==> src/rtl/packed_yuv422_to_yuv420_converter_assert.svh <==
// Assertion macros shared by the converter modules.
// Each expects signals named clock and reset in the scope where it is used.
`ifndef PACKED_YUV422_TO_YUV420_CONVERTER_ASSERT_SVH
`define PACKED_YUV422_TO_YUV420_CONVERTER_ASSERT_SVH

// same-cycle implication
`define PYC_ASSERT_NOW(lbl, ante, cons, msg) \
   lbl: assert property (@(posedge clock) disable iff (reset) (ante) |-> (cons)) else $error(msg);

// next-cycle implication
`define PYC_ASSERT_NEXT(lbl, ante, cons, msg) \
   lbl: assert property (@(posedge clock) disable iff (reset) (ante) |=> (cons)) else $error(msg);

`endif

==> src/rtl/pyc_pkg.sv <==
// Shared types and constants of the packed 4:2:2 to 4:2:0 converter.
// No dependencies.
package pyc_pkg;

   localparam int MAX_WIDTH_DEFAULT  = 4096;
   localparam int MAX_HEIGHT_DEFAULT = 4096;

   localparam int PAIR_W   = 13;
   localparam int CFG_W    = 12;
   localparam int LUMA_AW  = 24;
   localparam int CHROMA_AW = 25;
   localparam int IN_W     = 32;
   localparam int OUT_W    = 112;
   localparam int CSR_IW   = 2;

   localparam logic [CSR_IW-1:0] CSR_WIDTH_PAIRS   = 2'd0;
   localparam logic [CSR_IW-1:0] CSR_HEIGHT_PAIRS  = 2'd1;
   localparam logic [CSR_IW-1:0] CSR_INPUT_ORDER   = 2'd2;
   localparam logic [CSR_IW-1:0] CSR_OUTPUT_LAYOUT = 2'd3;

   localparam logic ORDER_YUYV  = 1'b0;
   localparam logic ORDER_UYVY  = 1'b1;
   localparam logic LAYOUT_NV12 = 1'b0;
   localparam logic LAYOUT_I420 = 1'b1;

   localparam logic [CFG_W-1:0] WIDTH_PAIRS_RESET  = 12'd320;
   localparam logic [CFG_W-1:0] HEIGHT_PAIRS_RESET = 12'd240;

   typedef struct packed {
      logic [CFG_W-1:0] width_pairs;
      logic [CFG_W-1:0] height_pairs;
      logic             input_order;
      logic             output_layout;
   } cfg_type;

   typedef struct packed {
      logic [LUMA_AW-1:0]   luma_addr;
      logic [7:0]           y0;
      logic [7:0]           y1;
      logic [7:0]           u;
      logic [7:0]           v;
      logic                 chroma;
      logic                 fend;
      logic [PAIR_W-1:0]    col;
      logic [CHROMA_AW-1:0] row_base;
      logic [CHROMA_AW-1:0] area;
   } stage_type;

   typedef struct packed {
      logic we;
      logic re;
   } line_ctl_type;

endpackage

==> src/rtl/pyc_front.sv <==
// Input stage: frame position counters, line store control and address products.
// Depends on pyc_pkg and the assertion macro header.
`include "packed_yuv422_to_yuv420_converter_assert.svh"
module pyc_front #(
   parameter int MAX_WIDTH  = pyc_pkg::MAX_WIDTH_DEFAULT,
   parameter int MAX_HEIGHT = pyc_pkg::MAX_HEIGHT_DEFAULT,
   localparam int LINE_DEPTH = MAX_WIDTH / 2,
   localparam int LINE_AW    = (LINE_DEPTH > 1) ? $clog2(LINE_DEPTH) : 1,
   localparam int ROW_W      = $clog2(MAX_HEIGHT)
) (
   input  logic                       clock,
   input  logic                       reset,
   input  pyc_pkg::cfg_type           cfg,
   input  logic                       req_tvalid,
   output logic                       req_tready,
   input  logic [pyc_pkg::IN_W-1:0]   req_tdata,   // byte_zero, byte_one, byte_two, byte_three
   input  logic                       s1_ready,
   output logic                       s1_valid,
   output pyc_pkg::stage_type         s1,
   output pyc_pkg::line_ctl_type      line_ctl,
   output logic [LINE_AW-1:0]         line_addr,
   output logic [15:0]                line_wdata
);

   localparam logic [pyc_pkg::PAIR_W-1:0] W_LIMIT = pyc_pkg::PAIR_W'(MAX_WIDTH / 2);
   localparam logic [pyc_pkg::PAIR_W-1:0] H_LIMIT = pyc_pkg::PAIR_W'(MAX_HEIGHT / 2);

   logic [LINE_AW-1:0]          col_ff, col_in;
   logic [ROW_W-1:0]            row_ff, row_in;
   logic [pyc_pkg::LUMA_AW-1:0] luma_ff, luma_in;
   logic                        s1_valid_ff, s1_valid_in;
   pyc_pkg::stage_type          s1_ff, s1_in;

   logic [pyc_pkg::PAIR_W-1:0]  wp, hp, wp_raw, hp_raw, col_ext;
   logic [pyc_pkg::PAIR_W:0]    row_ext, rows;
   logic                        accept, last_col, last_row, fend;
   logic [7:0]                  b0, b1, b2, b3, y0, y1, u, v;
   logic [ROW_W-1:0]            pair_row;

   assign wp_raw = pyc_pkg::PAIR_W'(cfg.width_pairs);
   assign hp_raw = pyc_pkg::PAIR_W'(cfg.height_pairs);

   always_comb begin
      if (wp_raw == '0) begin
         wp = pyc_pkg::PAIR_W'(1);
      end else if (wp_raw > W_LIMIT) begin
         wp = W_LIMIT;
      end else begin
         wp = wp_raw;
      end
      if (hp_raw == '0) begin
         hp = pyc_pkg::PAIR_W'(1);
      end else if (hp_raw > H_LIMIT) begin
         hp = H_LIMIT;
      end else begin
         hp = hp_raw;
      end
   end

   assign req_tready = !s1_valid_ff || s1_ready;
   assign accept     = req_tvalid && req_tready;

   assign col_ext  = pyc_pkg::PAIR_W'(col_ff);
   assign row_ext  = (pyc_pkg::PAIR_W + 1)'(row_ff);
   assign rows     = {hp, 1'b0};
   assign last_col = (col_ext + pyc_pkg::PAIR_W'(1)) >= wp;
   assign last_row = (row_ext + (pyc_pkg::PAIR_W + 1)'(1)) >= rows;
   assign fend     = last_col && last_row;
   assign pair_row = row_ff >> 1;

   assign b0 = req_tdata[7:0];
   assign b1 = req_tdata[15:8];
   assign b2 = req_tdata[23:16];
   assign b3 = req_tdata[31:24];

   always_comb begin
      if (cfg.input_order == pyc_pkg::ORDER_UYVY) begin
         u = b0; y0 = b1; v = b2; y1 = b3;
      end else begin
         y0 = b0; u = b1; y1 = b2; v = b3;
      end
   end

   always_comb begin
      col_in  = col_ff;
      row_in  = row_ff;
      luma_in = luma_ff;
      if (accept) begin
         if (fend) begin
            col_in  = '0;
            row_in  = '0;
            luma_in = '0;
         end else begin
            luma_in = luma_ff + pyc_pkg::LUMA_AW'(2);
            if (last_col) begin
               col_in = '0;
               row_in = row_ff + ROW_W'(1);
            end else begin
               col_in = col_ff + LINE_AW'(1);
            end
         end
      end
   end

   always_comb begin
      s1_in.luma_addr = luma_ff;
      s1_in.y0        = y0;
      s1_in.y1        = y1;
      s1_in.u         = u;
      s1_in.v         = v;
      s1_in.chroma    = row_ff[0];
      s1_in.fend      = fend;
      s1_in.col       = (col_ext < wp) ? col_ext : (wp - pyc_pkg::PAIR_W'(1));
      s1_in.row_base  = pyc_pkg::CHROMA_AW'(pair_row) * pyc_pkg::CHROMA_AW'(wp);
      s1_in.area      = pyc_pkg::CHROMA_AW'(wp) * pyc_pkg::CHROMA_AW'(hp);
   end

   assign s1_valid_in = accept ? 1'b1 : (s1_ready ? 1'b0 : s1_valid_ff);

   always_ff @(posedge clock) begin
      if (reset) begin
         col_ff      <= '0;
         row_ff      <= '0;
         luma_ff     <= '0;
         s1_valid_ff <= 1'b0;
      end else begin
         col_ff      <= col_in;
         row_ff      <= row_in;
         luma_ff     <= luma_in;
         s1_valid_ff <= s1_valid_in;
      end
   end

   always_ff @(posedge clock) begin
      if (accept) begin
         s1_ff <= s1_in;
      end
   end

   assign s1_valid    = s1_valid_ff;
   assign s1          = s1_ff;
   assign line_ctl.we = accept && !row_ff[0];
   assign line_ctl.re = accept && row_ff[0];
   assign line_addr   = col_ff;
   assign line_wdata  = {v, u};

   `PYC_ASSERT_NEXT(a_frame_wrap, accept && fend, (col_ff == '0) && (row_ff == '0) && (luma_ff == '0), "counters not cleared after frame end")
   `PYC_ASSERT_NEXT(a_stage_hold, s1_valid_ff && !s1_ready, s1_valid_ff && $stable(s1_ff), "stalled stage word lost")

endmodule

==> config.mk <==
export PLATFORM = sky130hd
export DESIGN_NAME = pyc_front
export DESIGN_NICKNAME = d
export VERILOG_FILES = /design/src/rtl/pyc_pkg.sv /design/src/rtl/pyc_front.sv
export VERILOG_INCLUDE_DIRS = /design/src /design/src/rtl
export SDC_FILE = /design/constraint.sdc
export NUM_CORES = 1
export LEC_CHECK = 0
export BUFFER_PORTS_ARGS = -buffer_cell sky130_fd_sc_hd__buf_4
export CAP_MARGIN = 15
export CORE_ASPECT_RATIO = 1.75
export CORE_UTILIZATION = 55
export CTS_BUF_LIST = sky130_fd_sc_hd__clkbuf_2 sky130_fd_sc_hd__clkbuf_4 sky130_fd_sc_hd__clkbuf_8
export CTS_CLUSTER_SIZE = 16
export DETAILED_ROUTE_END_ITERATION = 8
export PLACE_DENSITY = 0.76
export SYNTH_ARGS = -nofsm -noshare
export SYNTH_HDL_FRONTEND = slang
export SYNTH_SLANG_ARGS = --single-unit
==> constraint.sdc <==
create_clock -name clock -period 9.02 [get_ports clock]
set_input_delay 1.353 -clock clock [delete_from_list [all_inputs] [get_ports clock]]
set_output_delay 1.353 -clock clock [all_outputs]
set_load 0.05 [all_outputs]
# --- Yosys cells after proc, flatten, opt, wreduce, memory -nomap -nowiden ---
# Cells that the tools add are included.
word_totals:
  ff_bits: 169
  latch_bits: 0
  ramBits: 0
  rom_bits: 0
  inputBits: 62
  output_inout_bits: 152
  wordCells: 56
  memories: 0
op_classes:
  add_sub_neg: 6
  multipliers: 2
  div: 0
  magnitude_cmp: 5
  eq_ne: 0
  shift: 0
  n_mux: 16
  n_bitwise: 0
  n_reduce_logical: 12
ops:
  columns: ["op", "n"]
  rows:
  - ["12-bit 2-to-1 mux", 5]
  - ["11-bit 2-to-1 mux", 3]
  - ["8-bit 2-to-1 mux", 4]
  - ["13-bit zero test", 2]
  - ["13-bit by 13-bit multiplier with 25-bit output", 1]
  - ["24-bit by 2-bit adder with 24-bit output (second input constant)", 1]
  - ["12-bit > comparator (second input constant)", 2]
  - ["11-bit by 13-bit multiplier with 24-bit output", 1]
  - ["24-bit 2-to-1 mux", 1]
  - ["13-bit by 14-bit >= comparator with 1-bit output", 1]
  - ["12-bit by 1-bit adder with 13-bit output (second input constant)", 1]
  - ["12-bit by 13-bit >= comparator with 1-bit output", 1]
  - ["11-bit by 13-bit less-than comparator with 1-bit output", 1]
  - ["13-bit 2-to-1 mux", 1]
  - ["13-bit by 1-bit subtractor with 13-bit output (second input constant)", 1]
  - ["11-bit by 1-bit adder with 12-bit output (second input constant)", 1]
  - ["12-bit by 1-bit adder with 12-bit output (second input constant)", 1]
  - ["11-bit by 1-bit adder with 11-bit output (second input constant)", 1]
  - ["1-bit logical AND", 4]
  - ["2-bit nonzero test", 2]
  - ["1-bit zero test", 2]
  - ["1-bit 2-to-1 mux", 2]
  - ["2-bit AND reduction", 1]
  - ["1-bit logical OR", 1]

# --- Logic depth before layout (Yosys ltp) ---
# Gate-level depths: netlist of the first run.
depth:
  ltp_word: 7
  ltp_mapped: 23
  mapped_depth_nobuf: 21

# --- Least setup slack after synthesis of the first run ---
# No wires, ideal clock.
synth_timing:
  kind: "input-to-reg"
  startpoint: "input port cfg[21] (netlist name)"
  endpoint: "register s1_ff, in the netlist s1[24], data pin"
  setup_ps: 162
  arrival_ps: 6898
  required_ps: 8858
  slack_ps: 1960
  path_stages: 20
  path_buffers: 1
  path_cell_list: "nor4_1 -> a31oi_1 -> nor2_1 -> clkbuf_1 -> nand2_1 -> fa_1 -> fa_1 -> inv_1 -> fa_1 -> fa_1 -> inv_1 -> fa_1 -> inv_1 -> ha_1 -> a211o_1 -> or3_1 -> nor3_2 -> nor3_1 -> or4_1 -> o2111ai_1"
synth_rtl:
  columns: ["element", "line", "rtl"]
  rows:
  - ["from (decl)", "pyc_front.sv:13", "input pyc_pkg::cfg_type cfg,"]
  - ["to (signal assigned)", "pyc_front.sv:136", "s1_ff <= s1_in;"]
  - ["to (decl)", "pyc_front.sv:32", "pyc_pkg::stage_type s1_ff, s1_in;"]

==> out/qor.csv, run 1 <==
metric,value,unit
status,completed,
syn_area_per_cell,9.494,um2
critPathMostFrequentCell,inv_1,
skew,0.02531,ns
postPlaceCellArea,18860,um2
synth-warning-count,0,
slew_viol_final,0,
ys_ff_latch,166,
cts_max_level,4,
critical-path-slowest-cell,a211oi_1,
power.density,111.5,nW/um2
finalNonFillerCells,2360,
placedCellCount,2327,
worst_path_largest_cell_delay,0.65,ns
worstMarginPinSlew,1.128,ns
crit_buf_inv,7,
hold_viol,0,
dp_hpwl,32000,um
cts.sinks,166,
cts_buffers,17,
max_freq,137.8,MHz
synth_top_area_cell,fa_1,
drive_above_1_share,16.02,%
numPortBuffers,210,
relSlewSlack,24.81,%
ant_nets,0,
vias,13230,
wl,41210,um
synth_top_area_share,22.48,%
path_cells,"buf_4, nor4_1, a31oi_1, nor2_1, buf_4, inv_1, nor2_1, ha_1, inv_1, fa_1, inv_1, ha_1, fa_1, inv_1, fa_1, inv_1, ha_1, a21oi_1, o211ai_1, a211oi_1, nor2b_1, a211oi_1, xnor2_1",
routabilityCongestion,0.8992,
period_minus_slack,7.257,ns
grt_pass1_wl,67650,um
core,30270,um2
critPathKind,input pin to flip-flop,
post-route-period-util,80.46,%
async_flop_share,0,%
root_buffer,clkbuf_8,
synth_top_flop_cell,edfxtp_1,
ys_types,65,
clkLatencyLatePin,0.52,ns
grt_max_degree,89,
viasPerCell,5.605,
arrival,7.53,ns
drtPass1Iterations,7,
synth-edff-count,119,
clk_pin_slew,0.11,ns
die_area,31670,um2
rsz0062_at_grt,false,
cts_resized,0,
peakVddDrop,0.1058,mV
setup_viol,0,
num_io_pins,214,
tritoncts,built,
first_iter_violations,824,
cts_buffer_depth,2,
tns,0,ns
hp-class,flip-flop to flip-flop,
antenna_found_initial,1,
die_w,135.0,um
post_cts_buffers,0,
yosys-top-cells-count,"inv_1 (303), nand2_1 (206), fa_1 (191), ha_1 (168), nor2_1 (142)",
gr-usage-all-layers,27.42,%
syn_to_final_growth,13.02,%
netlist_instances,1792,
start_kind,input pin,
start_util,56.20,%
synth_most_common_cell,inv_1,
cts_hold_buf,0,
fin_area,19230,um2
num_rows,84,
wl_per_cell,17.46,um
cp_max_fo,12,
crit_family,adder cells,
worstPathRequired,9.30,ns
grt_pass1_vias,13870,
drc,0,
worstSetupEndpointType,flip-flop,
leakage,9.235,nW
final_net_count,2380,
cap_violations,0,
grt_overflow,0,
die_h,234.7,um
netlist_top_cells_area,"fa_1 (22%), edfxtp_1 (21%), ha_1 (12%), inv_1 (6.7%), dfxtp_1 (5.5%)",
syn_area,17010,um2
ys_seq_area_share,26.54,%
placed cells by master, fill, tap and decap left out, drive strengths merged, types with 19 or more instances in the layout:
cell type	n
inv	307
buf	232
nand2	206
fa	191
ha	168
nor2	142
edfxtp	119
a21oi	62
and2	61
xnor2	55
dfxtp	47
o21ai	39
mux2	37
nand3	37
nor2b	26
xor2	23
nor3	19
cells by family (layout without fill, tap and decap cells):
group	Yosys count	count (layout)	synth area share, %
other	1	4	0.02204
multiplexers	47	47	3.037
XOR/XNOR	78	78	4.016
AND/OR/NAND/NOR	556	556	15.20
adder cells (fa/ha/maj)	359	359	34.83
buffers and inverters	395	573	9.178
flip-flops	166	166	26.54
AO/OA/AOI/OAI	190	190	7.178
path summary, 6_finish.rpt:
check,startpoint,endpoint,slack [ns],cells after the start
setup / recovery,cfg[21],s1[23],1.76,23
hold / removal,luma_ff[23],s1[120],0.46,0
setup reg to reg,row_ff[5],s1[45],3.13,16
hold reg to reg,luma_ff[23],s1[120],0.46,0
metrics by stage:
stage | hold slack [ns] | util, % | power (mW) | setup WS (ns)
after floorplan | 0.4292 | - | 1.424 | 1.960
after global placement | 0.4375 | 62.30 | 1.607 | 1.438
after detailed placement | 0.4424 | 62.30 | 1.622 | 1.295
after CTS | 0.4645 | 63.52 | 2.155 | 1.843
after global routing | 0.4701 | 63.53 | 2.246 | 1.469
final | 0.4598 | 63.53 | 2.143 | 1.763
sequential cells by signal (all words and copies together), names as in the netlist:
name	cells
s1	119
row_ff	12
luma_ff	23
line_addr	11
s1_valid	1
layer usage:
layer,vias up,GRT usage (%),wire length (um)
met1,6465,29.22,14350
met5,-,0,0
met3,146,3.646,2158
li1,6105,-,-
met2,512,50.44,22310
met4,0,16.38,2387
worst reg2reg max path, stage by stage, from the launching register on:
cell and delay (ns):
dfxtp_1 0.85, nand2_1 0.18, fa_1 0.60, fa_1 0.43, fa_1 0.50, inv_1 0.06, fa_1 0.53, inv_1 0.05
fa_1 0.53, inv_1 0.04, ha_1 0.37, a21oi_1 0.21, o21ai_0 0.11, a31o_2 0.24, o21ai_0 0.41, o21ai_0 0.25
a211oi_1 0.33
power by group:
| part | internal (mW) | switching [mW] | total, mW |
|---|---|---|---|
| clock network | 0.224 | 0.311 | 0.535 |
| registers | 0.877 | 0.0157 | 0.893 |
| logic | 0.233 | 0.482 | 0.715 |
| total | 1.33 | 0.809 | 2.14 |
final cells by class:
type	count	area [um2]
clock inverters	14	127.6
well taps	387	484.2
flip-flops and latches	166	4514
diodes	1	2.502
clock buffers	18	241.5
inverters	309	1165
repair buffers	232	1742
multi-input cells	1233	10950
fillers	2500	11040
Power figures use the tool's default switching activity.
==> inputs of run 2 (changes only) <==
Settings changed: PLACE_DENSITY 0.76 to 0.79.
Clock period 9.02 ns to 6.4 ns, I/O delays scaled along.
==> out/qor.csv, run 2 (synthesis gave the netlist of run 1 again) <==
metric,value,unit,change
hp-class,flip-flop to flip-flop,,unchanged
p_total,3.096,mW,was 2.143 mW
start_util,56.20,%,unchanged
hold_start,luma_ff[23],,unchanged
num_io_pins,214,,unchanged
drc,1,,was 0
die_h,234.7,um,unchanged
numPortBuffers,210,,unchanged
antenna_found_initial,1,,unchanged
die_area,31670,um2,unchanged
p_sw_share,37.77,%,was 37.75%
fin_area,20220,um2,was 19230 um2
wl,43020,um,was 41210 um
cts_hold_buf,0,,unchanged
ant_nets,0,,unchanged
final_cell_mix,"buf_4 (354), inv_1 (302), nand2_1 (206), fa_1 (191), ha_1 (168)",,"was inv_1 (302), buf_4 (232), nand2_1 (206), fa_1 (191), ha_1 (168)"
drive_above_1_share,21.17,%,was 16.02%
routabilityCongestion,0.9578,,was 0.8992
syn_to_final_growth,18.86,%,was 13.02%
peakVddDrop,0.1354,mV,was 0.1058 mV
path_cells,"buf_4, nor4_2, a31oi_1, nor2_1, buf_4, nand2_1, fa_1, fa_1, inv_1, fa_1, fa_1, inv_1, fa_1, inv_1, ha_1, a211o_1, or3_1, nor3_2, nor3_1, or4_1, o2111ai_1",,"was buf_4, nor4_1, a31oi_1, nor2_1, buf_4, inv_1, nor2_1, ha_1, inv_1, fa_1, inv_1, ha_1, fa_1, inv_1, fa_1, inv_1, ha_1, a21oi_1, o211ai_1, a211oi_1, nor2b_1, a211oi_1, xnor2_1"
final_net_count,2505,,was 2380
power.density,153.1,nW/um2,was 111.5 nW/um2
setup_viol,0,,unchanged
root_buffer,clkbuf_8,,unchanged
slew_viol_final,0,,unchanged
post_cts_buffers,0,,unchanged
power.share.clock,23.7,%,was 25.0%
num_rows,84,,unchanged
tritoncts,built,,unchanged
seq_area,4514,um2,unchanged
max_freq,162.2,MHz,
fillCellCount,2392,,was 2500
vias,13740,,was 13230
relSlewSlack,25.11,%,was 24.81%
cap_violations,0,,unchanged
min_path_cells,0,,unchanged
power.switching,1.170,mW,was 809.1 uW
die_w,135.0,um,unchanged
use_met2,53.44,%,was 50.44%
reg2reg_depth,18,,was 16
cts_max_level,4,,unchanged
clk_pin_slew,0.10,ns,was 0.11 ns
hold_viol,0,,unchanged
power.internal,1.926,mW,was 1.334 mW
dp_hpwl,34860,um,was 32000 um
comb_power_share,35.7,%,was 33.4%
r2r-start,row_ff[5],,unchanged
grt_use_met3,4.056,%,was 3.646%
crit_family,adder cells,,unchanged
post-route-period-util,96.35,%,
finalNonFillerCells,2485,,was 2360
critPathKind,input pin to flip-flop,,unchanged
r2r_slack,0.80,ns,was 3.13 ns
start_kind,input pin,,unchanged
status,finished with violations,,was completed
postPlaceCellArea,19850,um2,was 18860 um2
cts_buffers,17,,unchanged
wl_per_cell,17.31,um,was 17.46 um
grt.busiest_layer,met2,,unchanged
layout_commonest_cell,buf_4,,was inv_1
skew,0.02497,ns,was 0.02531 ns
core,30270,um2,unchanged
placedCellCount,2452,,was 2327
gr-usage-all-layers,28.60,%,was 27.42%
drtPass1Iterations,7,,unchanged
cts_resized,0,,unchanged
critical-path-slowest-cell,fa_1,,was a211oi_1
cts_buffer_depth,2,,unchanged
worst_path_largest_cell_delay,0.55,ns,was 0.65 ns
grt_pass1_wl,70410,um,was 67650 um
leakage,9.863,nW,was 9.235 nW
worstMarginPinSlew,1.123,ns,was 1.128 ns
grtUsageMet1,30.00,%,was 29.22%
worstSetupEndpointType,flip-flop,,unchanged
arrival,6.50,ns,was 7.53 ns
share_seq_of_total_power,40.6,%,was 41.7%
critPathMostFrequentCell,fa_1,,was inv_1
cp_max_fo,2,,was 12
worstPathRequired,6.74,ns,was 9.30 ns
violations,design-rule violations,,
rsz0062_at_grt,false,,unchanged
period_minus_slack,6.166,ns,
largest_reg_flops,119,,unchanged
multiInputGateArea,10970,um2,was 10950 um2
grt_pass1_vias,14500,,was 13870
grt_max_degree,85,,was 89
first_iter_violations,793,,was 824
post-route-util,66.81,%,was 63.53%
holdPathEnd,s1[120],,unchanged
postLayoutSetupSlackWorst,0.2338,ns,was 1.763 ns
crit_buf_inv,5,,was 7
clkLatencyLatePin,0.51,ns,was 0.52 ns
worstReg2RegEnd,s1[45],,unchanged
cts.sinks,166,,unchanged
grt_overflow,0,,unchanged
post-place-ws,-0.2666,ns,was 1.295 ns
viasPerCell,5.527,,was 5.605
==> run 2: cell count changes in the layout (fill, tap and decap cells not counted), moves of 2 or more <==
cell      previous run  this run
nor4_1               7         5
buf_4              232       354
inv_6                3         5
buf_12               0         3
clkinv_4             3         1
==> run 2: layer usage <==
layer | part of all wire (%) | up-vias
li1 | - | 6368
met1 | 35 | 6707
met2 | 55 | 492
met3 | 4.5 | 168
met4 | 5.5 | 0
met5 | 0 | -
==> run 2: cell type report <==
cell class / instances / area share (%)
inverters: 309 / 5.760
clock inverters: 14 / 0.5816
repair buffers: 357 / 13.44
clock buffers: 18 / 1.225
flip-flops and latches: 166 / 22.32
diodes: 1 / 0.01237
well taps: 387 / 2.395
multi-input cells: 1233 / 54.26
==> run 2: how the worst max path moves through the flow <==
stage | from | to | slack (ns) | cells after the start
after floorplan | cfg[25] | s1[24] | 0.01 | 20
after global placement | cfg[19] | s1[24] | -0.22 | 21
after detailed placement | cfg[19] | s1[24] | -0.27 | 21
after CTS | cfg[19] | s1[24] | 0.26 | 21
after global routing | cfg[19] | s1[24] | 0.03 | 21
final | cfg[19] | s1[24] | 0.23 | 21
==> run 2: power by group through the flow <==
stage / combinational, mW / clock, mW / sequential [mW]
final: 1.10 / 0.735 / 1.26
after global routing: 1.19 / 0.792 / 1.26
after CTS: 1.11 / 0.758 / 1.26
after detailed placement: 1.10 / 0 / 1.28
after global placement: 1.08 / 0 / 1.28
after floorplan: 0.492 / 0 / 1.52
==> run 2: through the flow <==
| step | setup TNS, ns | hold slack [ns] |
|---|---|---|
| floorplan | 0 | 0.4292 |
| global placement | -0.8612 | 0.4378 |
| detailed placement | -0.9758 | 0.4571 |
| CTS | 0 | 0.4850 |
| global route | 0 | 0.5097 |
| finish | 0 | 0.4833 |
