**config.mk**
```make
export PLATFORM = sky130hd
export DESIGN_NAME = pyc_back
export DESIGN_NICKNAME = d
export VERILOG_FILES = /design/src/rtl/pyc_pkg.sv /design/src/rtl/pyc_back.sv
export VERILOG_INCLUDE_DIRS = /design/src /design/src/rtl
export SDC_FILE = /design/constraint.sdc
export NUM_CORES = 1
export LEC_CHECK = 0
export BUFFER_PORTS_ARGS = -buffer_cell sky130_fd_sc_hd__clkbuf_2
export CAP_MARGIN = 15
export CELL_PAD_IN_SITES_DETAIL_PLACEMENT = 1
export CELL_PAD_IN_SITES_GLOBAL_PLACEMENT = 1
export CORE_MARGIN = 3
export CORE_UTILIZATION = 30
export DETAILED_ROUTE_END_ITERATION = 16
export PLACE_DENSITY_LB_ADDON = 0.1
export SLEW_MARGIN = 20
export SYNTH_ARGS = -nofsm -noshare
export SYNTH_HDL_FRONTEND = slang
export SYNTH_SLANG_ARGS = --single-unit
```
**constraint.sdc**
```tcl
create_clock -name clock -period 12.63 [get_ports clock]
set_clock_uncertainty 0.2 [all_clocks]
set_input_delay 2.526 -clock clock [delete_from_list [all_inputs] [get_ports clock]]
set_output_delay 2.526 -clock clock [all_outputs]
set_load 0.01 [all_outputs]
```
**src/rtl/packed_yuv422_to_yuv420_converter_assert.svh**
```systemverilog
// Assertion macros shared by the converter modules.
// Each expects signals named clock and reset in the scope where it is used.
`ifndef PACKED_YUV422_TO_YUV420_CONVERTER_ASSERT_SVH
`define PACKED_YUV422_TO_YUV420_CONVERTER_ASSERT_SVH

// same-cycle implication
`define PYC_ASSERT_NOW(lbl, ante, cons, msg) \
   lbl: assert property (@(posedge clock) disable iff (reset) (ante) |-> (cons)) else $error(msg);

// next-cycle implication
`define PYC_ASSERT_NEXT(lbl, ante, cons, msg) \
   lbl: assert property (@(posedge clock) disable iff (reset) (ante) |=> (cons)) else $error(msg);

`endif

```
**src/rtl/pyc_pkg.sv**
```systemverilog
// Shared types and constants of the packed 4:2:2 to 4:2:0 converter.
// No dependencies.
package pyc_pkg;

   localparam int MAX_WIDTH_DEFAULT  = 4096;
   localparam int MAX_HEIGHT_DEFAULT = 4096;

   localparam int PAIR_W   = 13;
   localparam int CFG_W    = 12;
   localparam int LUMA_AW  = 24;
   localparam int CHROMA_AW = 25;
   localparam int IN_W     = 32;
   localparam int OUT_W    = 112;
   localparam int CSR_IW   = 2;

   localparam logic [CSR_IW-1:0] CSR_WIDTH_PAIRS   = 2'd0;
   localparam logic [CSR_IW-1:0] CSR_HEIGHT_PAIRS  = 2'd1;
   localparam logic [CSR_IW-1:0] CSR_INPUT_ORDER   = 2'd2;
   localparam logic [CSR_IW-1:0] CSR_OUTPUT_LAYOUT = 2'd3;

   localparam logic ORDER_YUYV  = 1'b0;
   localparam logic ORDER_UYVY  = 1'b1;
   localparam logic LAYOUT_NV12 = 1'b0;
   localparam logic LAYOUT_I420 = 1'b1;

   localparam logic [CFG_W-1:0] WIDTH_PAIRS_RESET  = 12'd320;
   localparam logic [CFG_W-1:0] HEIGHT_PAIRS_RESET = 12'd240;

   typedef struct packed {
      logic [CFG_W-1:0] width_pairs;
      logic [CFG_W-1:0] height_pairs;
      logic             input_order;
      logic             output_layout;
   } cfg_type;

   typedef struct packed {
      logic [LUMA_AW-1:0]   luma_addr;
      logic [7:0]           y0;
      logic [7:0]           y1;
      logic [7:0]           u;
      logic [7:0]           v;
      logic                 chroma;
      logic                 fend;
      logic [PAIR_W-1:0]    col;
      logic [CHROMA_AW-1:0] row_base;
      logic [CHROMA_AW-1:0] area;
   } stage_type;

   typedef struct packed {
      logic we;
      logic re;
   } line_ctl_type;

endpackage

```
**src/rtl/pyc_back.sv**
```systemverilog
// Output stage: chroma averaging, plane address arithmetic and result register.
// Depends on pyc_pkg and the assertion macro header.
`include "packed_yuv422_to_yuv420_converter_assert.svh"
module pyc_back (
   input  logic                        clock,
   input  logic                        reset,
   input  logic                        output_layout,
   input  logic                        s1_valid,
   input  pyc_pkg::stage_type          s1,
   output logic                        s1_ready,
   input  logic [15:0]                 line_rdata,
   output logic                        rsp_tvalid,
   input  logic                        rsp_tready,
   output logic [pyc_pkg::OUT_W-1:0]   rsp_tdata,  // luma_addr, luma_first, luma_second,
                                                   // u_addr, u_value, v_addr, v_value, zero pad
   output logic                        rsp_tuser,  // chroma_valid
   output logic                        rsp_tlast   // frame_end
);

   localparam int AW = pyc_pkg::CHROMA_AW;

   logic                out_valid_ff, out_valid_in;
   logic                take;
   logic [AW-1:0]       pos, ysize, ua, va, u_addr_ff, v_addr_ff;
   logic [8:0]          u_sum, v_sum;
   logic [7:0]          u_avg, v_avg, u_val_ff, v_val_ff, y0_ff, y1_ff;
   logic [pyc_pkg::LUMA_AW-1:0] luma_ff;
   logic                chroma_ff, fend_ff;

   assign s1_ready = !out_valid_ff || rsp_tready;
   assign take     = s1_valid && s1_ready;

   assign pos   = s1.row_base + AW'(s1.col);
   assign ysize = {s1.area[AW-3:0], 2'b00};
   assign u_sum = {1'b0, line_rdata[7:0]} + {1'b0, s1.u};
   assign v_sum = {1'b0, line_rdata[15:8]} + {1'b0, s1.v};
   assign u_avg = u_sum[8:1];
   assign v_avg = v_sum[8:1];

   always_comb begin
      if (output_layout == pyc_pkg::LAYOUT_I420) begin
         ua = ysize + pos;
         va = ua + s1.area;
      end else begin
         ua = ysize + {pos[AW-2:0], 1'b0};
         va = ua + AW'(1);
      end
   end

   assign out_valid_in = take ? 1'b1 : (rsp_tready ? 1'b0 : out_valid_ff);

   always_ff @(posedge clock) begin
      if (reset) begin
         out_valid_ff <= 1'b0;
      end else begin
         out_valid_ff <= out_valid_in;
      end
   end

   always_ff @(posedge clock) begin
      if (take) begin
         luma_ff   <= s1.luma_addr;
         y0_ff     <= s1.y0;
         y1_ff     <= s1.y1;
         chroma_ff <= s1.chroma;
         fend_ff   <= s1.fend;
         u_addr_ff <= s1.chroma ? ua : '0;
         v_addr_ff <= s1.chroma ? va : '0;
         u_val_ff  <= s1.chroma ? u_avg : '0;
         v_val_ff  <= s1.chroma ? v_avg : '0;
      end
   end

   assign rsp_tvalid = out_valid_ff;
   assign rsp_tdata  = {6'b0, v_val_ff, v_addr_ff, u_val_ff, u_addr_ff, y1_ff, y0_ff, luma_ff};
   assign rsp_tuser  = chroma_ff;
   assign rsp_tlast  = fend_ff;

   `PYC_ASSERT_NOW(a_luma_only_zero, out_valid_ff && !chroma_ff, (u_addr_ff == '0) && (v_addr_ff == '0) && (u_val_ff == '0) && (v_val_ff == '0), "chroma fields set on first row")
   `PYC_ASSERT_NOW(a_nv12_pair, out_valid_ff && chroma_ff && (output_layout == pyc_pkg::LAYOUT_NV12), v_addr_ff == (u_addr_ff + AW'(1)), "NV12 V not beside U")

endmodule

```
### After elaboration in Yosys (flattened, before gate mapping)

Cells that the tools add are included.
W data, S select, Z words.

| operators by class | value |
|---|---|
| add/subtract/negate cells | 7 |
| reductions and logical operators | 4 |
| $mul | 0 |
| $lt $le $gt $ge | 0 |
| div/mod/pow operators | 0 |
| shift-type cells | 0 |
| bitwise gates (word level) | 0 |
| equal/unequal tests | 0 |
| muxes and demuxes | 4 |

Operator list:

| operator | count |
|---|---|
| $add A25 B25 Y25 | 3 |
| $mux W25 | 2 |
| $add A25 B1 Y25 const B | 1 |
| $add A25 B13 Y25 | 1 |
| $add A8 B8 Y9 | 2 |
| $mux W1 | 2 |
| $reduce_bool A2 Y1 | 1 |
| $logic_and A1 B1 Y1 | 1 |
| $logic_not A1 Y1 | 1 |
| $logic_or A1 B1 Y1 | 1 |

| word-level totals | value |
|---|---|
| bits in latches | 0 |
| flip-flop bits (word level) | 109 |
| bits in writable memories | 0 |
| memories | 0 |
| memory bits (read-only) | 0 |

### Longest topological paths before layout

Gate-level depths: netlist of the first run.

| depth | value |
|---|---|
| depth after elaboration | 4 |
| gate-level depth with buffers | 29 |
| mapped depth without buffers | 29 |

### Worst setup path before layout of the first run

OpenSTA, ideal clock, no wires.

| path | value |
|---|---|
| path type | input -> register |
| start | input s1[25] in the netlist's numbering |
| end | register v_addr_ff[23] (data pin) |
| arrival | 7.189 ns |
| stages | 27 |
| setup slack | 4.978 ns |
| required time | 12.168 ns |
| cells stage by stage | ha_1 inv_1 fa_1 nor2b_4 o31a_1 o211ai_2 nand2_2 a311oi_1 xnor2_1 ha_1 a21oi_1 nand2b_1 o211a_1 o311a_1 o21a_1 nor2_1 xor2_1 inv_1 ha_1 a21oi_1 o21ai_0 a221o_1 a21oi_1 o21ai_0 a31oi_1 xor2_1 o21ai_1 |

| between the ends | value |
|---|---|
| word-level cells in the longest chain between the ends | 4 |
| elaborated cells between the ends (all ways) | 6 |
| classes of those cells | add/sub: 5; mux: 1 |

RTL lines:

| item | RTL line | RTL |
|---|---|---|
| start: declaration | pyc_back.sv:9 | `input pyc_pkg::stage_type s1,` |
| $add A25 B13 Y25 (*) | pyc_back.sv:33 | `assign pos = s1.row_base + AW'(s1.col);` |
| $add A25 B25 Y25 (on tied branches) | pyc_back.sv:45, pyc_back.sv:42 |  |
| $add A25 B1 Y25 or $add A25 B25 Y25 (tied branches) | pyc_back.sv:46, pyc_back.sv:43 |  |
| $mux W25 (*) | pyc_back.sv:41 | `if (output_layout == pyc_pkg::LAYOUT_I420) begin` |
| end signal: assignment | pyc_back.sv:68 | `v_addr_ff <= s1.chroma ? va : '0;` |
| end: declaration | pyc_back.sv:24 | `logic [AW-1:0] pos, ysize, ua, va, u_addr_ff, v_addr_ff;` |

Every way passes the cells marked *; elsewhere a longest branch is shown, timed or not.
A chain may end at the register's enable or synchronous reset.

### Worst setup path in the final report of the first run

| path | value |
|---|---|
| start | input s1[25] in the netlist's numbering |
| end | register v_addr_ff[24] (data pin) |

Same word-level chain as after synthesis.

==> flow_summary_export.csv, run 1 <==
group,metric,value,unit
synthesis,ys_ff_latch,109,
clock_tree,tritoncts,"yes",
place,port_buffers,251,
job,maxCapViolations,0,
synthesis,synth_top_family_by_area,"compound AO/OA/AOI/OAI gates",
power_and_ir_drop,p_leak,4.73,nW
clock_tree,clk_latency,0.34,ns
global_routing,grtUsageMet2,0.270,
route,routed_wl,26300,um
synthesis,yosys.area_share.adder,0.159,
layout,area_delta_synth_final,22.9,%
synthesis,synth_warnings,0,
global_routing,busiest_layer,"met2",
clock_tree,clock-sinks,109,
clock_tree,cts-htree-levels,3,
global_routing,grt_util_all_layers,0.167,
route,dr.pass1.iters,4,
synthesis,yosys-top-cells-area,"edfxtp_1 38%, ha_1 15%, xnor2_1 6.5%",
floorplanning,start_util,0.305,
route,ant_nets,0,
sta,finalCriticalPeriod,8.07,ns
floorplanning,num_rows,61,
synthesis,yosys.area_share.simple,0.148,
synthesis,synth-xor-area-share,0.0959,
clock_tree,cts_hold_buf,0,
floorplanning,ioPinCount,258,
critical_path,r2r_slack,10.28,ns
critical_path,cp_data_arrival_time,7.96,ns
global_routing,grtUsageMet1,0.232,
route,drt_iter0_drc,255,
sta,hold_viol_final,0,
synthesis,post-synth-top-area-cell,"edfxtp_1",
sta,final.setup.worst_slack,4.56,ns
critical_path,critPathMaxFanout,5,
hold_path,hold_path_end,"rsp_tvalid",
global_routing,grt_use_met3,0.0372,
synthesis,synthFlopType,"edfxtp_1",
critical_path,cp.required,12.52,ns
synthesis,yosys.area.top_type_share,0.380,
layout,antenna_cells,0,
global_routing,grt_max_degree,62,
sta,slew_violations,0,
hold_path,min_path_type,"flop to flop",
global_routing,grt_pass1_wl,40700,um
critical_path,reg2reg_depth,3,
synthesis,synth_cell_types,66,
synthesis,synth.area.mux_share,0.00352,
place,gp_congestion,0.821,
layout,fillers,3295,
place,dp_slack,4.18,ns
synthesis,syn-instance-count,856,
sta,finalCritPeriodShare,0.639,
hold_path,hold_path_depth,2,
synthesis,synth_compound_area_frac,0.184,
sta,rsz0062_at_grt,"false",
synthesis,syn_area,8530,um^2
global_routing,antenna_found_initial,0,
synthesis,synth.avg_cell_area,9.97,um^2
floorplanning,core_area,27900,um^2
floorplanning,fp.dieArea,30500,um^2
sta,setup-tns-final,0,ns
clock_tree,cts_max_path_buffers,2,
sta,slew_headroom,0.527,
synthesis,ys_seq_area_frac,0.383,
floorplanning,die_h,175,um
critical_path,crit_top_cell,"ha_1",
route,drcViolationCount,0,
synthesis,ys_async_sr_fraction,0,
critical_path,startpoint_type,"primary input",
hold_path,hold_start,"rsp_tvalid",
critical_path,cp_slowest_cell,"o311a_1",
route,vias,7230,
place,dpl.hpwl,22300,um
sta,setup_violations,0,
floorplanning,die_x,175,um
critical_path,cp-end-kind,"flop",
clock_tree,ctsResizeCount,0,
route,vias_per_cell,4.85,
global_routing,grt_pass1_vias,7377,
route,wl_per_cell,17.6,um
layout,nets,1354,
critical_path,worstSetupPathType,"primary input to flop",
sta,max_freq,0.124,GHz
synthesis,synth-edff-count,108,
critical_path,rr_endpoint,"v_addr_ff[9]",
power_and_ir_drop,peakVddDrop,0.0614,mV
layout,layout_common_cells,"251 x clkbuf_2, 108 x edfxtp_1, 99 x ha_1",
clock_tree,cts_made_buffers,9,
clock_tree,post_cts_buffers,0,
critical_path,slowest_delay,0.41,ns
global_routing,grt-ovfl-total,0,
clock_tree,cts_root_buf,"clkbuf_16",
clock_tree,clk_pin_slew_worst_paths,0.08,ns
outcome,status,"finished, final reports clean",
layout,layout-drive-gt1-share,0.252,
layout,final_common_cell,"clkbuf_2",
critical_path,regToRegStartpoint,"rsp_tvalid",
sta,tightest_slew,0.709,ns
power_and_ir_drop,p_per_area,141,nW/um^2
[registers in the layout, summed over array words and instances (netlist names)]
name        cells
rsp_tvalid      1
v_addr_ff      25
u_val_ff        8
rsp_tlast       1
u_addr_ff      25
v_val_ff        8
rsp_tuser       1
y0_ff           8
luma_ff        24
y1_ff           8
[cell usage after synthesis, types with 21 or more instances]
master and n:
nand2_1 54, o21ai_0 33, xor2_1 25, nand2b_1 21, nor2_1 52, inv_1 34, nand3_1 24, xnor2_1 63
a21oi_1 81, nor2b_1 33, ha_1 99, edfxtp_1 108, a21o_1 24
[critical path, delay by kind of cell]
family	cells	cell delay [ns]
XOR/XNOR	3	0.64
buffers and inverters	3	0.23
adder cells (fa/ha/maj)	4	1.14
AO/OA/AOI/OAI	10	2.26
AND/OR/NAND/NOR	9	1.14
[kinds of logic after synthesis]
group,after synthesis
and+or+nand+nor,250
AOI/OAI and AO/OA,245
DFF,109
adders and majority gates,105
xor gates and xnor gates,90
buffers and inverters,53
muxes,3
other,1
[layout make-up]
cell class / instances / area (um^2) / share of cell area
inverters: 34 / 128 / 0.0122
repair buffers: 254 / 1280 / 0.122
well taps: 378 / 473 / 0.0451
flip-flops and latches: 109 / 3260 / 0.311
clock inverters: 6 / 46.3 / 0.00442
clock buffers: 10 / 229 / 0.0218
multi-input cells: 699 / 5070 / 0.483
[layer usage]
layer	part of all wire	vias up
li1	-	3639
met4	0.011	0
met3	0.063	14
met1	0.49	3364
met5	0	-
met2	0.44	213
[metrics by stage]
stage	power (W)	instance area, um^2	cells	utilization	hold WS [ns]
after detailed placement	0.00122	10200	1474	0.365	0.333
after floorplan	0.00100	8550	861	-	0.393
after global routing	0.00160	10500	1490	0.375	0.365
after CTS	0.00149	10500	1490	0.375	0.344
after global placement	0.00122	10200	1474	0.365	0.316
final	0.00148	10500	1490	0.375	0.348
[where the power goes]
group / total, W / switching [W] / internal (W)
Clock: 0.000265 / 0.000129 / 0.000136
Combinational: 0.000750 / 0.000440 / 0.000311
Sequential: 0.000461 / 0.0000101 / 0.000451
Total: 0.00148 / 0.000578 / 0.000898
[worst max-delay path by stage]
stage | startpoint | endpoint | slack, ns | cells after the start
4_1_cts | s1[25] | v_addr_ff[24] | 4.55 | 29
6_report | s1[25] | v_addr_ff[24] | 4.56 | 29
3_3_place_gp | s1[25] | v_addr_ff[24] | 4.43 | 29
5_1_grt | s1[25] | v_addr_ff[24] | 4.11 | 29
2_1_floorplan | s1[25] | v_addr_ff[23] | 4.98 | 27
3_5_place_dp | s1[25] | v_addr_ff[24] | 4.18 | 29
No activity file was read; power rests on OpenSTA's default activity.
==> inputs of run 2 (changes only) <==
ABC_AREA = 1   (was default)
clock period = 8.4 ns   (was 12.63 ns; I/O delays follow)
==> run 2 against run 1 <==
Net effect:
- cell count rose by 23%
- synthesized cell count rose by 37%
- largest power group unchanged
- final area rose by 8.8%
- critical endpoint is now v_addr_ff[23]
==> flow_summary_export.csv, run 2 <==
group,metric,value,unit
sta,setup_violations,0,
critical_path,startpoint,"s1[25]",
synthesis,synth_compound_area_frac,0.184,
sta,finalCritPeriodShare,0.821,
route,drt_iter0_drc,372,
power_and_ir_drop,p_leak,5.33,nW
layout,final_common_cell,"clkbuf_2",
synthesis,synth-xor-area-share,0.0520,
synthesis,yosys.area.top_type_share,0.346,
sta,finalCriticalPeriod,6.90,ns
critical_path,cp.required,8.41,ns
synthesis,ys_async_sr_fraction,0,
sta,rsz0062_at_grt,"false",
global_routing,grt_util_all_layers,0.192,
route,routed_wl,33000,um
power_and_ir_drop,p_per_area,217,nW/um^2
critical_path,regToRegStartpoint,"rsp_tvalid",
synthesis,syn-instance-count,1174,
floorplanning,die_h,183,um
synthesis,syn_area,9370,um^2
place,placed_area,11100,um^2
clock_tree,cts_max_path_buffers,2,
synthesis,synthFlopType,"edfxtp_1",
route,wl_per_cell,18.1,um
critical_path,critPathBufInv,4,
synthesis,ys_ff_latch,109,
clock_tree,cts-htree-levels,3,
synthesis,yosys-top-cells-area,"edfxtp_1 35%, ha_1 13%, nand2_1 9.4%",
sta,setup-tns-final,0,ns
synthesis,synth_top_family_by_area,"simple AND/OR/NAND/NOR gates",
synthesis,yosys.area_share.simple,0.209,
sta,slew_headroom,0.439,
hold_path,min_path_type,"flop to flop",
layout,largest_registers,"u_addr_ff x25, v_addr_ff x25, luma_ff x24",
job,maxCapViolations,0,
sta,max_freq,0.145,GHz
critical_path,cp_data_arrival_time,6.91,ns
sta,slew_violations,0,
global_routing,grt_pass1_wl,50400,um
sta,hold_viol_final,0,
critical_path,critPathMaxFanout,4,
critical_path,startpoint_type,"primary input",
synthesis,post-synth-top-area-cell,"edfxtp_1",
global_routing,antenna_found_initial,0,
critical_path,crit_top_cell,"nand2_1",
critical_path,slowest_delay,0.42,ns
layout,antenna_cells,0,
floorplanning,die_x,183,um
layout,layout-drive-gt1-share,0.217,
critical_path,cp-end-kind,"flop",
synthesis,synth_warnings,0,
place,port_buffers,251,
route,ant_nets,0,
synthesis,ys_seq_area_frac,0.348,
clock_tree,ctsResizeCount,0,
synthesis,synth-edff-count,108,
clock_tree,tritoncts,"yes",
clock_tree,clk_latency,0.36,ns
layout,fillers,3825,
route,dr.pass1.iters,4,
floorplanning,ioPinCount,258,
critical_path,r2r_slack,6.60,ns
clock_tree,post_cts_buffers,0,
place,gp_congestion,0.871,
synthesis,synth_common_cells,"235 x nand2_1, 165 x a21oi_1, 123 x inv_1, 108 x edfxtp_1, 99 x ha_1",
power_and_ir_drop,peakVddDrop,0.107,mV
clock_tree,cts_root_buf,"clkbuf_16",
critical_path,crit_family,"simple AND/OR/NAND/NOR gates",
clock_tree,cts_made_buffers,9,
hold_path,hold_start,"rsp_tvalid",
global_routing,grt-ovfl-total,0,
synthesis,yosys.area_share.adder,0.145,
global_routing,grt_max_degree,64,
synthesis,synth.avg_cell_area,7.98,um^2
layout,area_delta_synth_final,21.8,%
synthesis,synth.most_common_cell,"nand2_1",
route,vias_per_cell,4.99,
floorplanning,fp.dieArea,33400,um^2
clock_tree,cts_hold_buf,0,
global_routing,grt_pass1_vias,9459,
layout,finalInstanceArea,11400,um^2
route,drcViolationCount,0,
floorplanning,start_util,0.305,
layout,layout_common_cells,"251 x clkbuf_2, 235 x nand2_1, 164 x a21oi_1",
synthesis,synth.area.mux_share,0,
synthesis,synth_cell_types,46,
route,vias,9109,
critical_path,cp_slowest_cell,"xor2_1",
layout,nets,1672,
floorplanning,num_rows,64,
critical_path,worstSetupPathType,"primary input to flop",
clock_tree,clk_pin_slew_worst_paths,0.08,ns
outcome,status,"finished, final reports clean",
floorplanning,core_area,30700,um^2
place,dpl.hpwl,28300,um
clock_tree,clock-sinks,109,
sta,tightest_slew,0.842,ns
run 2: cell types whose count changed after synthesis, sizes merged, moves of 10 or more:
cell    delta
nand2    +190
inv       +89
a21oi     +88
nor2      +48
o21ai     +46
xnor2     -42
nand3     +40
nor2b     -34
nand2b    -21
a21o      -16
and2      -13
o21a      -13
and3      -11
nand4     +10
run 2: power breakdown:
part           total [W]  switching, W  internal [W]  leakage [nW]
combinational    0.00131      0.000878      0.000437          4.10
clock           0.000476      0.000208      0.000268         0.162
sequential      0.000688     0.0000149      0.000673          1.07
total            0.00248       0.00110       0.00138          5.33
run 2: area by class of cell:
type,instances,area [um^2],area share
inverter,124,465,0.0408
timing repair buffer,255,1290,0.113
clock inverter,6,105,0.00921
clock buffer,10,229,0.0201
multi-input combinational,926,5570,0.488
sequential,109,3260,0.286
tap,396,495,0.0434
run 2: final timing paths:
check	end	cells past startpoint
worst max-delay path	v_addr_ff[23]	29
worst min-delay path	rsp_tvalid	2
worst max register to register	v_val_ff[2]	2
worst min register to register	rsp_tvalid	2
run 2: logic make-up (layout without fill, tap and decap cells):
kind of cell	after synthesis	in the layout
AO/OA/AOI/OAI	314	314
XOR/XNOR	53	53
adder cells (fa/ha/maj)	105	105
buffers and inverters	144	395
flip-flops	109	109
other	1	6
AND/OR/NAND/NOR	448	448
run 2: worst register-to-register path: stages, from the launching register on:
cell and delay (ns):
dfxtp_1 0.36, a21oi_4 0.16, buf_4 0.65
run 2: per-layer routing:
layer	global-route usage	share of wire	vias to the layer above
li1	-	-	4579
met1	0.260	0.47	4297
met2	0.330	0.47	210
met3	0.0209	0.045	23
met4	0.0451	0.015	0
met5	0	0	-
run 2: stage by stage:
step	std cells	worst slack [ns]	util	hold WS [ns]	total power, W
floorplan	1179	0.660	-	0.377	0.00159
detailed placement	1810	1.15	0.361	0.353	0.00201
finish	1826	1.50	0.372	0.355	0.00248
CTS	1826	1.53	0.372	0.365	0.00250
global placement	1810	1.26	0.361	0.327	0.00200
global route	1826	1.15	0.372	0.380	0.00268
==> inputs of run 3 (changes only) <==
clock period = 7.1 ns   (was 8.4 ns; I/O delays follow)
==> run 3 against run 2 <==
Net effect:
- first-iteration DRC count up 22%
- largest power group unchanged
- global-route usage increased by 0.29 points
- count of clock-buffer cells in the layout did not move
- via count up 0.80%
- register-to-register slack worse by 1.3 ns
- non-clock buffer count rose by 3
- worst setup slack worse by 1.0 ns
==> flow_summary_export.csv, run 3 (same netlist as run 2, synthesis figures left out) <==
group,metric,value,unit
layout,final_common_cell,"clkbuf_2",
sta,finalCriticalPeriod,6.61,ns
layout,layout-drive-gt1-share,0.219,
clock_tree,cts_hold_buf,0,
floorplanning,fp.dieArea,33400,um^2
global_routing,antenna_found_initial,0,
power_and_ir_drop,p_leak,5.35,nW
power_and_ir_drop,comb_power_share,0.535,
sta,setup_violations,0,
global_routing,grt_util_all_layers,0.195,
critical_path,cp.required,7.10,ns
sta,hold_viol_final,0,
layout,largest_registers,"u_addr_ff x25, v_addr_ff x25, luma_ff x24",
sta,tightest_slew,0.791,ns
floorplanning,ioPinCount,258,
global_routing,grt_pass1_vias,9460,
route,drcViolationCount,0,
global_routing,grt_max_degree,60,
power_and_ir_drop,p_clk_frac,0.189,
layout,antenna_cells,0,
critical_path,worstSetupPathType,"primary input to flop",
route,routed_wl,33500,um
route,vias_per_cell,5.02,
floorplanning,core_area,30700,um^2
sta,slew_violations,0,
global_routing,grt_pass1_wl,50900,um
floorplanning,die_x,183,um
power_and_ir_drop,peakVddDrop,0.134,mV
clock_tree,cts_root_buf,"clkbuf_16",
power_and_ir_drop,intPower,0.00164,W
critical_path,cp_data_arrival_time,6.61,ns
route,dr.pass1.iters,5,
floorplanning,num_rows,64,
route,wl_per_cell,18.3,um
sta,finalCritPeriodShare,0.931,
layout,area_delta_synth_final,22.0,%
place,gp_congestion,0.882,
clock_tree,clock-sinks,109,
critical_path,startpoint_type,"primary input",
sta,rsz0062_at_grt,"false",
floorplanning,start_util,0.305,
route,vias,9182,
clock_tree,clk_latency,0.35,ns
critical_path,slowest_delay,0.40,ns
sta,setup-tns-final,0,ns
sta,slew_headroom,0.473,
critical_path,cp_slowest_cell,"fa_1",
power_and_ir_drop,sequentialPowerShare,0.276,
power_and_ir_drop,p_sw_frac,0.444,
sta,final.setup.worst_slack,0.486,ns
layout,stdcell_count,1829,
layout,nets,1675,
critical_path,crit_top_cell,"nand2_1",
clock_tree,cts_max_path_buffers,2,
global_routing,grt-ovfl-total,0,
clock_tree,clk_pin_slew_worst_paths,0.07,ns
clock_tree,cts_made_buffers,9,
outcome,status,"finished, final reports clean",
place,port_buffers,251,
power_and_ir_drop,p_per_area,258,nW/um^2
route,ant_nets,0,
clock_tree,tritoncts,"yes",
sta,max_freq,0.151,GHz
job,maxCapViolations,0,
critical_path,critPathMaxFanout,5,
hold_path,min_path_type,"flop to flop",
place,dp_slack,0.171,ns
power_and_ir_drop,netSwitchingPower,0.00131,W
place,dp_cells,1813,
route,drt_iter0_drc,454,
clock_tree,post_cts_buffers,0,
floorplanning,die_h,183,um
place,dpl.hpwl,28700,um
layout,layout_common_cells,"251 x clkbuf_2, 235 x nand2_1, 164 x a21oi_1",
critical_path,cp-end-kind,"flop",
clock_tree,ctsResizeCount,0,
clock_tree,cts-htree-levels,3,
==> run 3: worst paths after layout <==
path / from / endpoint / slack [ns] / cells past startpoint
worst min-delay path: rsp_tvalid / rsp_tvalid / 0.35 / 2
worst max-delay path: s1[25] / v_addr_ff[20] / 0.49 / 31
worst max register to register: rsp_tvalid / v_val_ff[2] / 5.33 / 2
worst min register to register: rsp_tvalid / rsp_tvalid / 0.35 / 2
==> run 3: final cells by class <==
class	instances	area, um^2
clock buffer	10	229
clock inverter	6	103
fill	3827	19200
inverter	124	465
multi-input combinational	926	5570
sequential	109	3260
tap	396	495
timing repair buffer	258	1310
==> run 3: per-layer routing <==
layer,part of all wire,track usage,vias to the layer above
met1,0.47,0.262,4340
met2,0.45,0.328,233
met4,0.026,0.0615,0
li1,-,-,4570
met3,0.045,0.0231,39
met5,0,0,-
==> run 3: stage by stage <==
| step | utilization | total power, W | area [um^2] | hold slack, ns |
|---|---|---|---|---|
| final | 0.373 | 0.00295 | 11400 | 0.347 |
| after global placement | 0.362 | 0.00238 | 11100 | 0.326 |
| after floorplan | - | 0.00187 | 9390 | 0.390 |
| after detailed placement | 0.362 | 0.00239 | 11100 | 0.345 |
| after CTS | 0.373 | 0.00296 | 11400 | 0.358 |
| after global routing | 0.373 | 0.00318 | 11400 | 0.388 |
==> run 3: critical path, delay by kind of cell <==
kind,cells,cell delay (ns)
AO/OA/AOI/OAI,8,1.64
AND/OR/NAND/NOR,11,1.23
XOR/XNOR,3,0.65
adder cells (fa/ha/maj),4,1.31
buffers and inverters,5,0.36
==> run 3: power groups by stage <==
| stage | sequential [W] | clock (W) | combinational, W |
|---|---|---|---|
| 2_1_floorplan | 0.000866 | 0 | 0.00101 |
| 3_3_place_gp | 0.000827 | 0 | 0.00156 |
| 3_5_place_dp | 0.000830 | 0 | 0.00156 |
| 4_1_cts | 0.000815 | 0.000577 | 0.00157 |
| 5_1_grt | 0.000821 | 0.000602 | 0.00176 |
| 6_report | 0.000813 | 0.000557 | 0.00158 |
